$ cat src/sv/assert_macros.svh
// Assertion macros used by the root finder controller.
`ifndef ASSERT_MACROS_SVH
`define ASSERT_MACROS_SVH

// Property must hold at every clock edge outside reset.
`define BRF_ASSERT(lbl, clk, rst_n, prop) \
    lbl: assert property (@(posedge clk) disable iff (!rst_n) prop) \
        else $error("brf assertion failed");

// Condition must never be true outside reset.
`define BRF_NEVER(lbl, clk, rst_n, cond) \
    lbl: assert property (@(posedge clk) disable iff (!rst_n) !(cond)) \
        else $error("brf forbidden condition seen");

`endif

$ cat src/sv/brf_pkg.sv
// Shared types, constants and saturating fixed-point helpers of the root finder.
package brf_pkg;

    localparam int FRACTION_BITS  = 40;
    localparam int MAX_ITERATIONS = 50;

    localparam logic [62:0] TOL_RESET = 63'd1099512;
    localparam logic signed [63:0] S_MAX = {1'b0, {63{1'b1}}};
    localparam logic signed [63:0] S_MIN = {1'b1, {63{1'b0}}};
    localparam logic signed [63:0] ONE_FIX = 64'sd1 <<< FRACTION_BITS;
    // 2 * round(3e-8 * 2^FRACTION_BITS)
    localparam logic [63:0] EPS2 =
        64'((((64'd3 << FRACTION_BITS) + 64'd50000000) / 64'd100000000) * 64'd2);

    // Result status codes
    localparam logic [2:0] STAT_EVAL  = 3'd0;
    localparam logic [2:0] STAT_ROOT  = 3'd1;
    localparam logic [2:0] STAT_NOBRK = 3'd2;
    localparam logic [2:0] STAT_LIMIT = 3'd3;
    localparam logic [2:0] STAT_FAIL  = 3'd4;

    typedef enum logic [4:0] {
        OP_ADD, OP_SUB, OP_HSUB, OP_NEG, OP_ABS, OP_MUL, OP_DIV,
        OP_LDS, OP_LDV, OP_EMIT,
        OP_ROTC, OP_SWAP, OP_DE, OP_FALL, OP_ADV
    } t_op;

    typedef enum logic [4:0] {
        SRC_A, SRC_B, SRC_C, SRC_FA, SRC_FB, SRC_FC, SRC_E,
        SRC_TOL1, SRC_XM, SRC_XM2, SRC_S, SRC_P, SRC_Q, SRC_R,
        SRC_T1, SRC_T2, SRC_ONE, SRC_EPS2, SRC_TOLH, SRC_ABSB
    } t_src;

    typedef enum logic [3:0] {
        DST_NONE, DST_T1, DST_T2, DST_TOL1, DST_XM, DST_XM2,
        DST_S, DST_P, DST_Q, DST_R, DST_D
    } t_dst;

    typedef struct packed {
        logic       go;
        t_op        op;
        t_src       sa;
        t_src       sb;
        t_dst       dst;
        logic [2:0] status;
    } t_cmd;

    typedef struct packed {
        logic busy;
        logic done;
        logic ss_ab;
        logic ss_bc;
        logic c_lt_b;
        logic conv;
        logic try_iq;
        logic a_eq_c;
        logic p_pos;
        logic accept_iq;
    } t_flags;

    function automatic logic signed [63:0] sat_add(input logic signed [63:0] a,
                                                    input logic signed [63:0] b);
        logic signed [64:0] s;
        s = {a[63], a} + {b[63], b};
        if (s[64] != s[63]) return s[64] ? S_MIN : S_MAX;
        return s[63:0];
    endfunction

    function automatic logic signed [63:0] sat_sub(input logic signed [63:0] a,
                                                    input logic signed [63:0] b);
        logic signed [64:0] s;
        s = {a[63], a} - {b[63], b};
        if (s[64] != s[63]) return s[64] ? S_MIN : S_MAX;
        return s[63:0];
    endfunction

    function automatic logic signed [63:0] sat_neg(input logic signed [63:0] x);
        return (x == S_MIN) ? S_MAX : -x;
    endfunction

    function automatic logic signed [63:0] sat_abs(input logic signed [63:0] x);
        return x[63] ? sat_neg(x) : x;
    endfunction

    function automatic logic [63:0] mag(input logic signed [63:0] x);
        return x[63] ? 64'(-x) : 64'(x);
    endfunction

    // Magnitude and sign to signed value, clamped to +-(2^63-1)
    function automatic logic signed [63:0] from_mag(input logic [63:0] m, input logic neg);
        logic signed [63:0] v;
        v = m[63] ? S_MAX : $signed(m);
        return neg ? -v : v;
    endfunction

    function automatic logic same_sign(input logic signed [63:0] x,
                                       input logic signed [63:0] y);
        return (!x[63] && (x != 0) && !y[63] && (y != 0)) || (x[63] && y[63]);
    endfunction

endpackage

$ cat src/sv/brf_ctrl.sv
// Controller of the root finder: handshakes, search sequencing, result register.
`include "assert_macros.svh"
module brf_ctrl (
    input  logic              i_clk,
    input  logic              i_rst_n,
    input  logic              i_valid,
    output logic              o_stall,
    input  logic              i_func,
    input  logic              i_eval_failed,
    output logic              o_valid,
    input  logic              i_stall,
    output logic [2:0]        o_status,
    input  brf_pkg::t_flags   i_flags,
    output brf_pkg::t_cmd     o_cmd
);
    import brf_pkg::*;

    localparam logic [5:0] S_IDLE = 6'd0,  S_CHK = 6'd1,   S_STEP0 = 6'd2,  S_STEP1 = 6'd3;
    localparam logic [5:0] S_MTOL = 6'd4,  S_ATOL = 6'd5,  S_HALF = 6'd6,   S_DEC = 6'd7;
    localparam logic [5:0] S_DIVS = 6'd8,  S_XM2 = 6'd9,   S_BR = 6'd10,    S_P2 = 6'd11;
    localparam logic [5:0] S_Q2 = 6'd12,   S_DIVQ = 6'd13, S_DIVR = 6'd14,  S_MA = 6'd15;
    localparam logic [5:0] S_SA = 6'd16,   S_MB = 6'd17,   S_SB = 6'd18,    S_SC = 6'd19;
    localparam logic [5:0] S_MC = 6'd20,   S_SD = 6'd21,   S_MD = 6'd22,    S_SE = 6'd23;
    localparam logic [5:0] S_SF = 6'd24,   S_ME = 6'd25,   S_SG = 6'd26,    S_MF = 6'd27;
    localparam logic [5:0] S_PSGN = 6'd28, S_PABS = 6'd29, S_M1A = 6'd30,   S_M1B = 6'd31;
    localparam logic [5:0] S_M1C = 6'd32,  S_M1D = 6'd33,  S_M1E = 6'd34,   S_M2A = 6'd35;
    localparam logic [5:0] S_M2B = 6'd36,  S_ACC = 6'd37,  S_DIVD = 6'd38,  S_ADV = 6'd39;
    localparam logic [5:0] S_EMIT = 6'd40, S_WAIT = 6'd41;

    logic [5:0] r_state, n_state, r_ret, n_ret;
    logic [2:0] r_status, n_status, r_ostatus;
    logic [5:0] r_iter, n_iter;
    logic       r_search, n_search, r_ovalid, n_ovalid;
    logic       issue, go_now, in_acc, out_free;
    t_op        op;
    t_src       sa, sb;
    t_dst       dst;

    assign o_stall  = (r_state != S_IDLE);
    assign in_acc   = i_valid && !o_stall;
    assign out_free = !r_ovalid || !i_stall;

    // Next state and command issue
    always_comb begin
        n_state  = r_state;
        n_ret    = r_ret;
        n_status = r_status;
        n_iter   = r_iter;
        n_search = r_search;
        n_ovalid = r_ovalid && i_stall;
        issue    = 1'b0;
        go_now   = 1'b0;
        op       = OP_ADD;
        sa       = SRC_ONE;
        sb       = SRC_ONE;
        dst      = DST_NONE;
        unique case (r_state)
            S_IDLE: begin
                if (in_acc) begin
                    if (!i_func) begin
                        go_now  = 1'b1;
                        op      = OP_LDS;
                        n_iter  = '0;
                        n_state = S_CHK;
                    end else if (!r_search || i_eval_failed) begin
                        n_search = 1'b0;
                        n_status = STAT_FAIL;
                        n_state  = S_EMIT;
                    end else begin
                        go_now = 1'b1;
                        op     = OP_LDV;
                        if (r_iter >= 6'(MAX_ITERATIONS)) begin
                            n_search = 1'b0;
                            n_status = STAT_LIMIT;
                            n_state  = S_EMIT;
                        end else begin
                            n_state = S_STEP0;
                        end
                    end
                end
            end
            S_CHK: begin
                if (i_flags.ss_ab) begin
                    n_search = 1'b0;
                    n_status = STAT_NOBRK;
                    n_state  = S_EMIT;
                end else begin
                    n_state = S_STEP0;
                end
            end
            S_STEP0: begin
                n_iter = r_iter + 6'd1;
                if (i_flags.ss_bc) begin
                    issue = 1'b1; op = OP_ROTC; n_ret = S_STEP1;
                end else begin
                    n_state = S_STEP1;
                end
            end
            S_STEP1: begin
                if (i_flags.c_lt_b) begin
                    issue = 1'b1; op = OP_SWAP; n_ret = S_MTOL;
                end else begin
                    n_state = S_MTOL;
                end
            end
            // Tolerance and bracket midpoint
            S_MTOL: begin
                issue = 1'b1; op = OP_MUL; sa = SRC_EPS2; sb = SRC_ABSB; dst = DST_T1;
                n_ret = S_ATOL;
            end
            S_ATOL: begin
                issue = 1'b1; op = OP_ADD; sa = SRC_T1; sb = SRC_TOLH; dst = DST_TOL1;
                n_ret = S_HALF;
            end
            S_HALF: begin
                issue = 1'b1; op = OP_HSUB; sa = SRC_C; sb = SRC_B; dst = DST_XM;
                n_ret = S_DEC;
            end
            S_DEC: begin
                if (i_flags.conv) begin
                    n_search = 1'b0;
                    n_status = STAT_ROOT;
                    n_state  = S_EMIT;
                end else if (i_flags.try_iq) begin
                    n_state = S_DIVS;
                end else begin
                    issue = 1'b1; op = OP_FALL; n_ret = S_ADV;
                end
            end
            // Interpolation
            S_DIVS: begin
                issue = 1'b1; op = OP_DIV; sa = SRC_FB; sb = SRC_FA; dst = DST_S;
                n_ret = S_XM2;
            end
            S_XM2: begin
                issue = 1'b1; op = OP_ADD; sa = SRC_XM; sb = SRC_XM; dst = DST_XM2;
                n_ret = S_BR;
            end
            S_BR: n_state = i_flags.a_eq_c ? S_P2 : S_DIVQ;
            S_P2: begin
                issue = 1'b1; op = OP_MUL; sa = SRC_XM2; sb = SRC_S; dst = DST_P;
                n_ret = S_Q2;
            end
            S_Q2: begin
                issue = 1'b1; op = OP_SUB; sa = SRC_ONE; sb = SRC_S; dst = DST_Q;
                n_ret = S_PSGN;
            end
            S_DIVQ: begin
                issue = 1'b1; op = OP_DIV; sa = SRC_FA; sb = SRC_FC; dst = DST_Q;
                n_ret = S_DIVR;
            end
            S_DIVR: begin
                issue = 1'b1; op = OP_DIV; sa = SRC_FB; sb = SRC_FC; dst = DST_R;
                n_ret = S_MA;
            end
            S_MA: begin
                issue = 1'b1; op = OP_MUL; sa = SRC_XM2; sb = SRC_Q; dst = DST_T1;
                n_ret = S_SA;
            end
            S_SA: begin
                issue = 1'b1; op = OP_SUB; sa = SRC_Q; sb = SRC_R; dst = DST_T2;
                n_ret = S_MB;
            end
            S_MB: begin
                issue = 1'b1; op = OP_MUL; sa = SRC_T1; sb = SRC_T2; dst = DST_T1;
                n_ret = S_SB;
            end
            S_SB: begin
                issue = 1'b1; op = OP_SUB; sa = SRC_B; sb = SRC_A; dst = DST_T2;
                n_ret = S_SC;
            end
            S_SC: begin
                issue = 1'b1; op = OP_SUB; sa = SRC_R; sb = SRC_ONE; dst = DST_P;
                n_ret = S_MC;
            end
            S_MC: begin
                issue = 1'b1; op = OP_MUL; sa = SRC_T2; sb = SRC_P; dst = DST_T2;
                n_ret = S_SD;
            end
            S_SD: begin
                issue = 1'b1; op = OP_SUB; sa = SRC_T1; sb = SRC_T2; dst = DST_T1;
                n_ret = S_MD;
            end
            S_MD: begin
                issue = 1'b1; op = OP_MUL; sa = SRC_S; sb = SRC_T1; dst = DST_P;
                n_ret = S_SE;
            end
            S_SE: begin
                issue = 1'b1; op = OP_SUB; sa = SRC_Q; sb = SRC_ONE; dst = DST_T1;
                n_ret = S_SF;
            end
            S_SF: begin
                issue = 1'b1; op = OP_SUB; sa = SRC_R; sb = SRC_ONE; dst = DST_T2;
                n_ret = S_ME;
            end
            S_ME: begin
                issue = 1'b1; op = OP_MUL; sa = SRC_T1; sb = SRC_T2; dst = DST_T1;
                n_ret = S_SG;
            end
            S_SG: begin
                issue = 1'b1; op = OP_SUB; sa = SRC_S; sb = SRC_ONE; dst = DST_T2;
                n_ret = S_MF;
            end
            S_MF: begin
                issue = 1'b1; op = OP_MUL; sa = SRC_T1; sb = SRC_T2; dst = DST_Q;
                n_ret = S_PSGN;
            end
            // Sign fixup and acceptance bounds
            S_PSGN: begin
                if (i_flags.p_pos) begin
                    issue = 1'b1; op = OP_NEG; sa = SRC_Q; dst = DST_Q; n_ret = S_PABS;
                end else begin
                    n_state = S_PABS;
                end
            end
            S_PABS: begin
                issue = 1'b1; op = OP_ABS; sa = SRC_P; dst = DST_P; n_ret = S_M1A;
            end
            S_M1A: begin
                issue = 1'b1; op = OP_ADD; sa = SRC_XM2; sb = SRC_XM; dst = DST_T2;
                n_ret = S_M1B;
            end
            S_M1B: begin
                issue = 1'b1; op = OP_MUL; sa = SRC_T2; sb = SRC_Q; dst = DST_T1;
                n_ret = S_M1C;
            end
            S_M1C: begin
                issue = 1'b1; op = OP_MUL; sa = SRC_TOL1; sb = SRC_Q; dst = DST_T2;
                n_ret = S_M1D;
            end
            S_M1D: begin
                issue = 1'b1; op = OP_ABS; sa = SRC_T2; dst = DST_T2; n_ret = S_M1E;
            end
            S_M1E: begin
                issue = 1'b1; op = OP_SUB; sa = SRC_T1; sb = SRC_T2; dst = DST_T1;
                n_ret = S_M2A;
            end
            S_M2A: begin
                issue = 1'b1; op = OP_MUL; sa = SRC_E; sb = SRC_Q; dst = DST_R;
                n_ret = S_M2B;
            end
            S_M2B: begin
                issue = 1'b1; op = OP_ABS; sa = SRC_R; dst = DST_R; n_ret = S_ACC;
            end
            S_ACC: begin
                if (i_flags.accept_iq) begin
                    issue = 1'b1; op = OP_DE; n_ret = S_DIVD;
                end else begin
                    issue = 1'b1; op = OP_FALL; n_ret = S_ADV;
                end
            end
            S_DIVD: begin
                issue = 1'b1; op = OP_DIV; sa = SRC_P; sb = SRC_Q; dst = DST_D;
                n_ret = S_ADV;
            end
            S_ADV: begin
                issue    = 1'b1;
                op       = OP_ADV;
                n_search = 1'b1;
                n_status = STAT_EVAL;
                n_ret    = S_EMIT;
            end
            // Result transaction into the output register
            S_EMIT: begin
                if (out_free) begin
                    go_now   = 1'b1;
                    op       = OP_EMIT;
                    n_ovalid = 1'b1;
                    n_state  = S_IDLE;
                end
            end
            S_WAIT: begin
                if (i_flags.done) begin
                    n_state = r_ret;
                end
            end
            default: n_state = S_IDLE;
        endcase
        if (issue) begin
            n_state = S_WAIT;
        end
    end

    assign o_cmd = '{go: issue || go_now, op: op, sa: sa, sb: sb, dst: dst,
                     status: r_status};

    // Control registers
    always_ff @(posedge i_clk) begin
        if (!i_rst_n) begin
            r_state   <= S_IDLE;
            r_ret     <= S_IDLE;
            r_status  <= STAT_EVAL;
            r_ostatus <= STAT_EVAL;
            r_iter    <= '0;
            r_search  <= 1'b0;
            r_ovalid  <= 1'b0;
        end else begin
            r_state  <= n_state;
            r_ret    <= n_ret;
            r_status <= n_status;
            r_iter   <= n_iter;
            r_search <= n_search;
            r_ovalid <= n_ovalid;
            if (r_state == S_EMIT && out_free) begin
                r_ostatus <= r_status;
            end
        end
    end

    assign o_valid  = r_ovalid;
    assign o_status = r_ostatus;

    // Checks
    `BRF_ASSERT(a_wait_busy, i_clk, i_rst_n, (r_state == S_WAIT) |-> i_flags.busy)
    `BRF_NEVER(a_go_busy, i_clk, i_rst_n, o_cmd.go && i_flags.busy)
    `BRF_ASSERT(a_iter_cap, i_clk, i_rst_n, r_iter <= 6'(MAX_ITERATIONS))
    `BRF_ASSERT(a_emit_sets, i_clk, i_rst_n, (r_state == S_EMIT && out_free) |=> r_ovalid)

endmodule

$ cat config.mk
export PLATFORM = sky130hd
export DESIGN_NAME = brf_ctrl
export DESIGN_NICKNAME = d
export VERILOG_FILES = /design/src/sv/brf_pkg.sv /design/src/sv/brf_ctrl.sv
export VERILOG_INCLUDE_DIRS = /design/src /design/src/sv
export SDC_FILE = /design/constraint.sdc
export NUM_CORES = 1
export LEC_CHECK = 0
export ABC_AREA = 1
export BUFFER_PORTS_ARGS = -buffer_cell sky130_fd_sc_hd__buf_2
export CAP_MARGIN = 20
export CORE_ASPECT_RATIO = 1.2
export CORE_MARGIN = 2
export CORE_UTILIZATION = 44
export CTS_CLUSTER_DIAMETER = 80
export DETAILED_ROUTE_END_ITERATION = 10
export PLACE_DENSITY = 0.64
export SETUP_SLACK_MARGIN = 0.3
export SYNTH_ARGS = -nofsm -noshare
export SYNTH_HDL_FRONTEND = slang
export SYNTH_SLANG_ARGS = --single-unit
$ cat constraint.sdc
create_clock -name i_clk -period 2.4 [get_ports i_clk]
set_input_delay 0.36 -clock i_clk [delete_from_list [all_inputs] [get_ports i_clk]]
set_output_delay 0.36 -clock i_clk [all_outputs]
set_load 0.01 [all_outputs]
==> results.toml <==
[routing]
drt_iter0_drc = 359
detail_route.first_pass.iterations = 5
drc = 0
wl_per_cell_um = 18.7
vias = 3821
via_per_inst = 5.78
wl_mm = 12.4
drtAntennaViolNets = 0

[synthesis]
syn_inst = 463
ys_ff_latch = 26
ys_types = 34
yosys_warnings = 0
syn_area_sq_um = 2660
synth.yosys.seq_area_share_pct = 19.6
postSynthAreaPerCell_sq_um = 5.75
synth_nets = 481

[final_layout]
diodes = 0
layout_commonest_cell = "nand2_1"
fillers = 502
layout.nets = 599
drive_gt1_share_pct = 45.4
final_cells = 661
area_delta_synth_final_pct = 60.6
mostFrequentLayoutCells = "nand2_1 (88), nor2_1 (64), buf_4 (53), buf_2 (41), inv_1 (38)"

[power_and_ir_drop]
power_leakage_nw = 2.30
power.density_nw_per_um2 = 1010
vdd_ir_drop_max_mv = 0.714

[setup_path]
critical-path-top-delay-family = "simple AND/OR/NAND/NOR gates"
crit_chain = "inv_2, nor2_4, buf_12, nand2_4, nand3_2, nor2_4, nand3_1, inv_1, nand2_2, o21ai_1, buf_2"
critPathLaunchType = "flop"
cp_slowest_cell = "dfxtp_4"
path_max_fanout = 8
path_common_cell = "nor2_4"
critical_path.max_stage_delay_ns = 0.38
crit_path_end_kind = "primary output"
critPathRequiredTime_ns = 2.04
crit_type = "reg2out"
critPathBufInv = 4
cp.arrival_ns = 1.99

[cts]
cts_tree = "yes"
cts_num_sinks = 26
path_clk_slew_ns = 0.09
cts_max_level = 1
clock_latency_ns = 0.28
clock_tree.root_cell = "clkbuf_8"
cts_buffer_depth = 2
cts-buffers-inserted = 3

[job]
drv_cap = 0

[global_routing]
antenna_found_initial = 0
grt_max_degree = 15
overflow = 0
track_usage_pct = 38.5
grt_pass1_vias = 3598
grt_pass1_wl_mm = 19.1

[timing]
setup_viol = 0
rsz0062_at_grt = "true"
max_freq_mhz = 425
tns_ns = 0
min_period_ns = 2.35
relSlewSlack_pct = 65.5
worst_pin_slew_ns = 0.516
fin_crit_sh_pct = 98.1
drv_slew = 0
finalHoldViolCount = 0
finalClockSkew_ns = 0.00758

[min_path]
hold_class = "in2reg"

[placed_design]
placed_cells = 611
dp_hpwl_mm = 8.55
port_buffers = 41
gp_congestion = 1.10

[die]
rows = 31
core_area_sq_um = 5930
ios = 44
die_y_um = 89.2
die_w_um = 75.0
dieArea_sq_um = 6690
start_util_pct = 44.8

[status]
status = "completed"
path summary, 6_finish.rpt:
kind / from / end / slack (ns) / depth (start not counted)
max: r_state[4] / o_cmd[16] / 0.05 / 11
max reg2reg: r_state[4] / r_state[1] / 0.39 / 15
min: i_stall / o_valid / 0.35 / 3
min reg2reg: r_ret[5] / r_ret[5] / 0.48 / 2
Yosys cell counts (all sizes together):
library cell  instances  area, sq um
a211oi                2         15.0
a21oi                19          106
a32oi                 3         26.3
and3                  2         12.5
buf                   5         48.8
clkbuf                2         8.75
conb                  1         3.75
dfxtp                26          521
ha                    2         25.0
inv                  56          213
nand2               120          478
nand3                61          373
nand3b                1         7.51
nand4                23          144
nor2                100          460
nor3                 14         75.1
nor4                  3         18.8
o2111ai               1         8.76
o21ai                18         90.1
or2                   4         25.0
cell families after synthesis:
group                    count (synthesis)  share of synthesized area, %
other                                    1                         0.141
flip-flops                              26                          19.6
adder cells (fa/ha/maj)                  2                         0.941
AO/OA/AOI/OAI                           43                          9.27
buffers and inverters                   63                          10.2
AND/OR/NAND/NOR                        328                          59.9
power by group:
group,internal (mW),total (mW),switching [mW]
Sequential,0.553,0.683,0.129
Clock,0.113,0.251,0.138
Combinational,1.33,3.37,2.05
flip-flops by register name, indices dropped and copies added (netlist names):
register  flops
r_iter        6
r_state       6
r_search      1
r_status      3
o_status      3
o_valid       1
r_ret         6
routing by layer:
metal	vias up	part of all wire, %	track usage [%]
li1	1775	-	-
met1	1728	37	42.8
met2	244	49	65.2
met3	74	6.4	8.34
met4	0	7.3	25.3
met5	-	0	0
worst register-to-register path: cells and delay by family (launching register included):
| kind | cells | cell delay [ns] |
|---|---|---|
| simple gates | 10 | 0.86 |
| flops | 1 | 0.40 |
| buf+inv | 5 | 0.64 |
metrics by stage:
stage | utilization (%) | area [sq um] | hold WS [ns] | power [mW] | setup slack, ns
global route | 72.0 | 4270 | 0.368 | 4.60 | -0.00592
CTS | 67.8 | 4030 | 0.342 | 4.06 | 0.155
global placement | 53.1 | 3150 | 0.467 | 3.17 | 0.168
finish | 72.0 | 4270 | 0.346 | 4.31 | 0.0461
floorplan | - | 2660 | 0.444 | 2.36 | 0.494
detailed placement | 53.1 | 3150 | 0.469 | 3.18 | 0.161
cell type report:
class / count / area (sq um) / share of cell area [%]
Timing Repair Buffer: 118 / 945 / 22.1
Sequential cell: 26 / 543 / 12.7
Inverter: 56 / 230 / 5.39
Clock buffer: 3 / 41.3 / 0.966
Multi-Input combinational cell: 376 / 2410 / 56.4
Tap cell: 82 / 103 / 2.40
timing repair:
item,4_1_cts,5_1_grt
pin swaps,38,18
setup buffers,33,10
resized for setup,129,42
endpoints found under the hold margin,0,0
hold buffers,0,0
endpoints found under the setup margin,21,21
gates cloned,4,0
(Power assumes the default switching activity.)
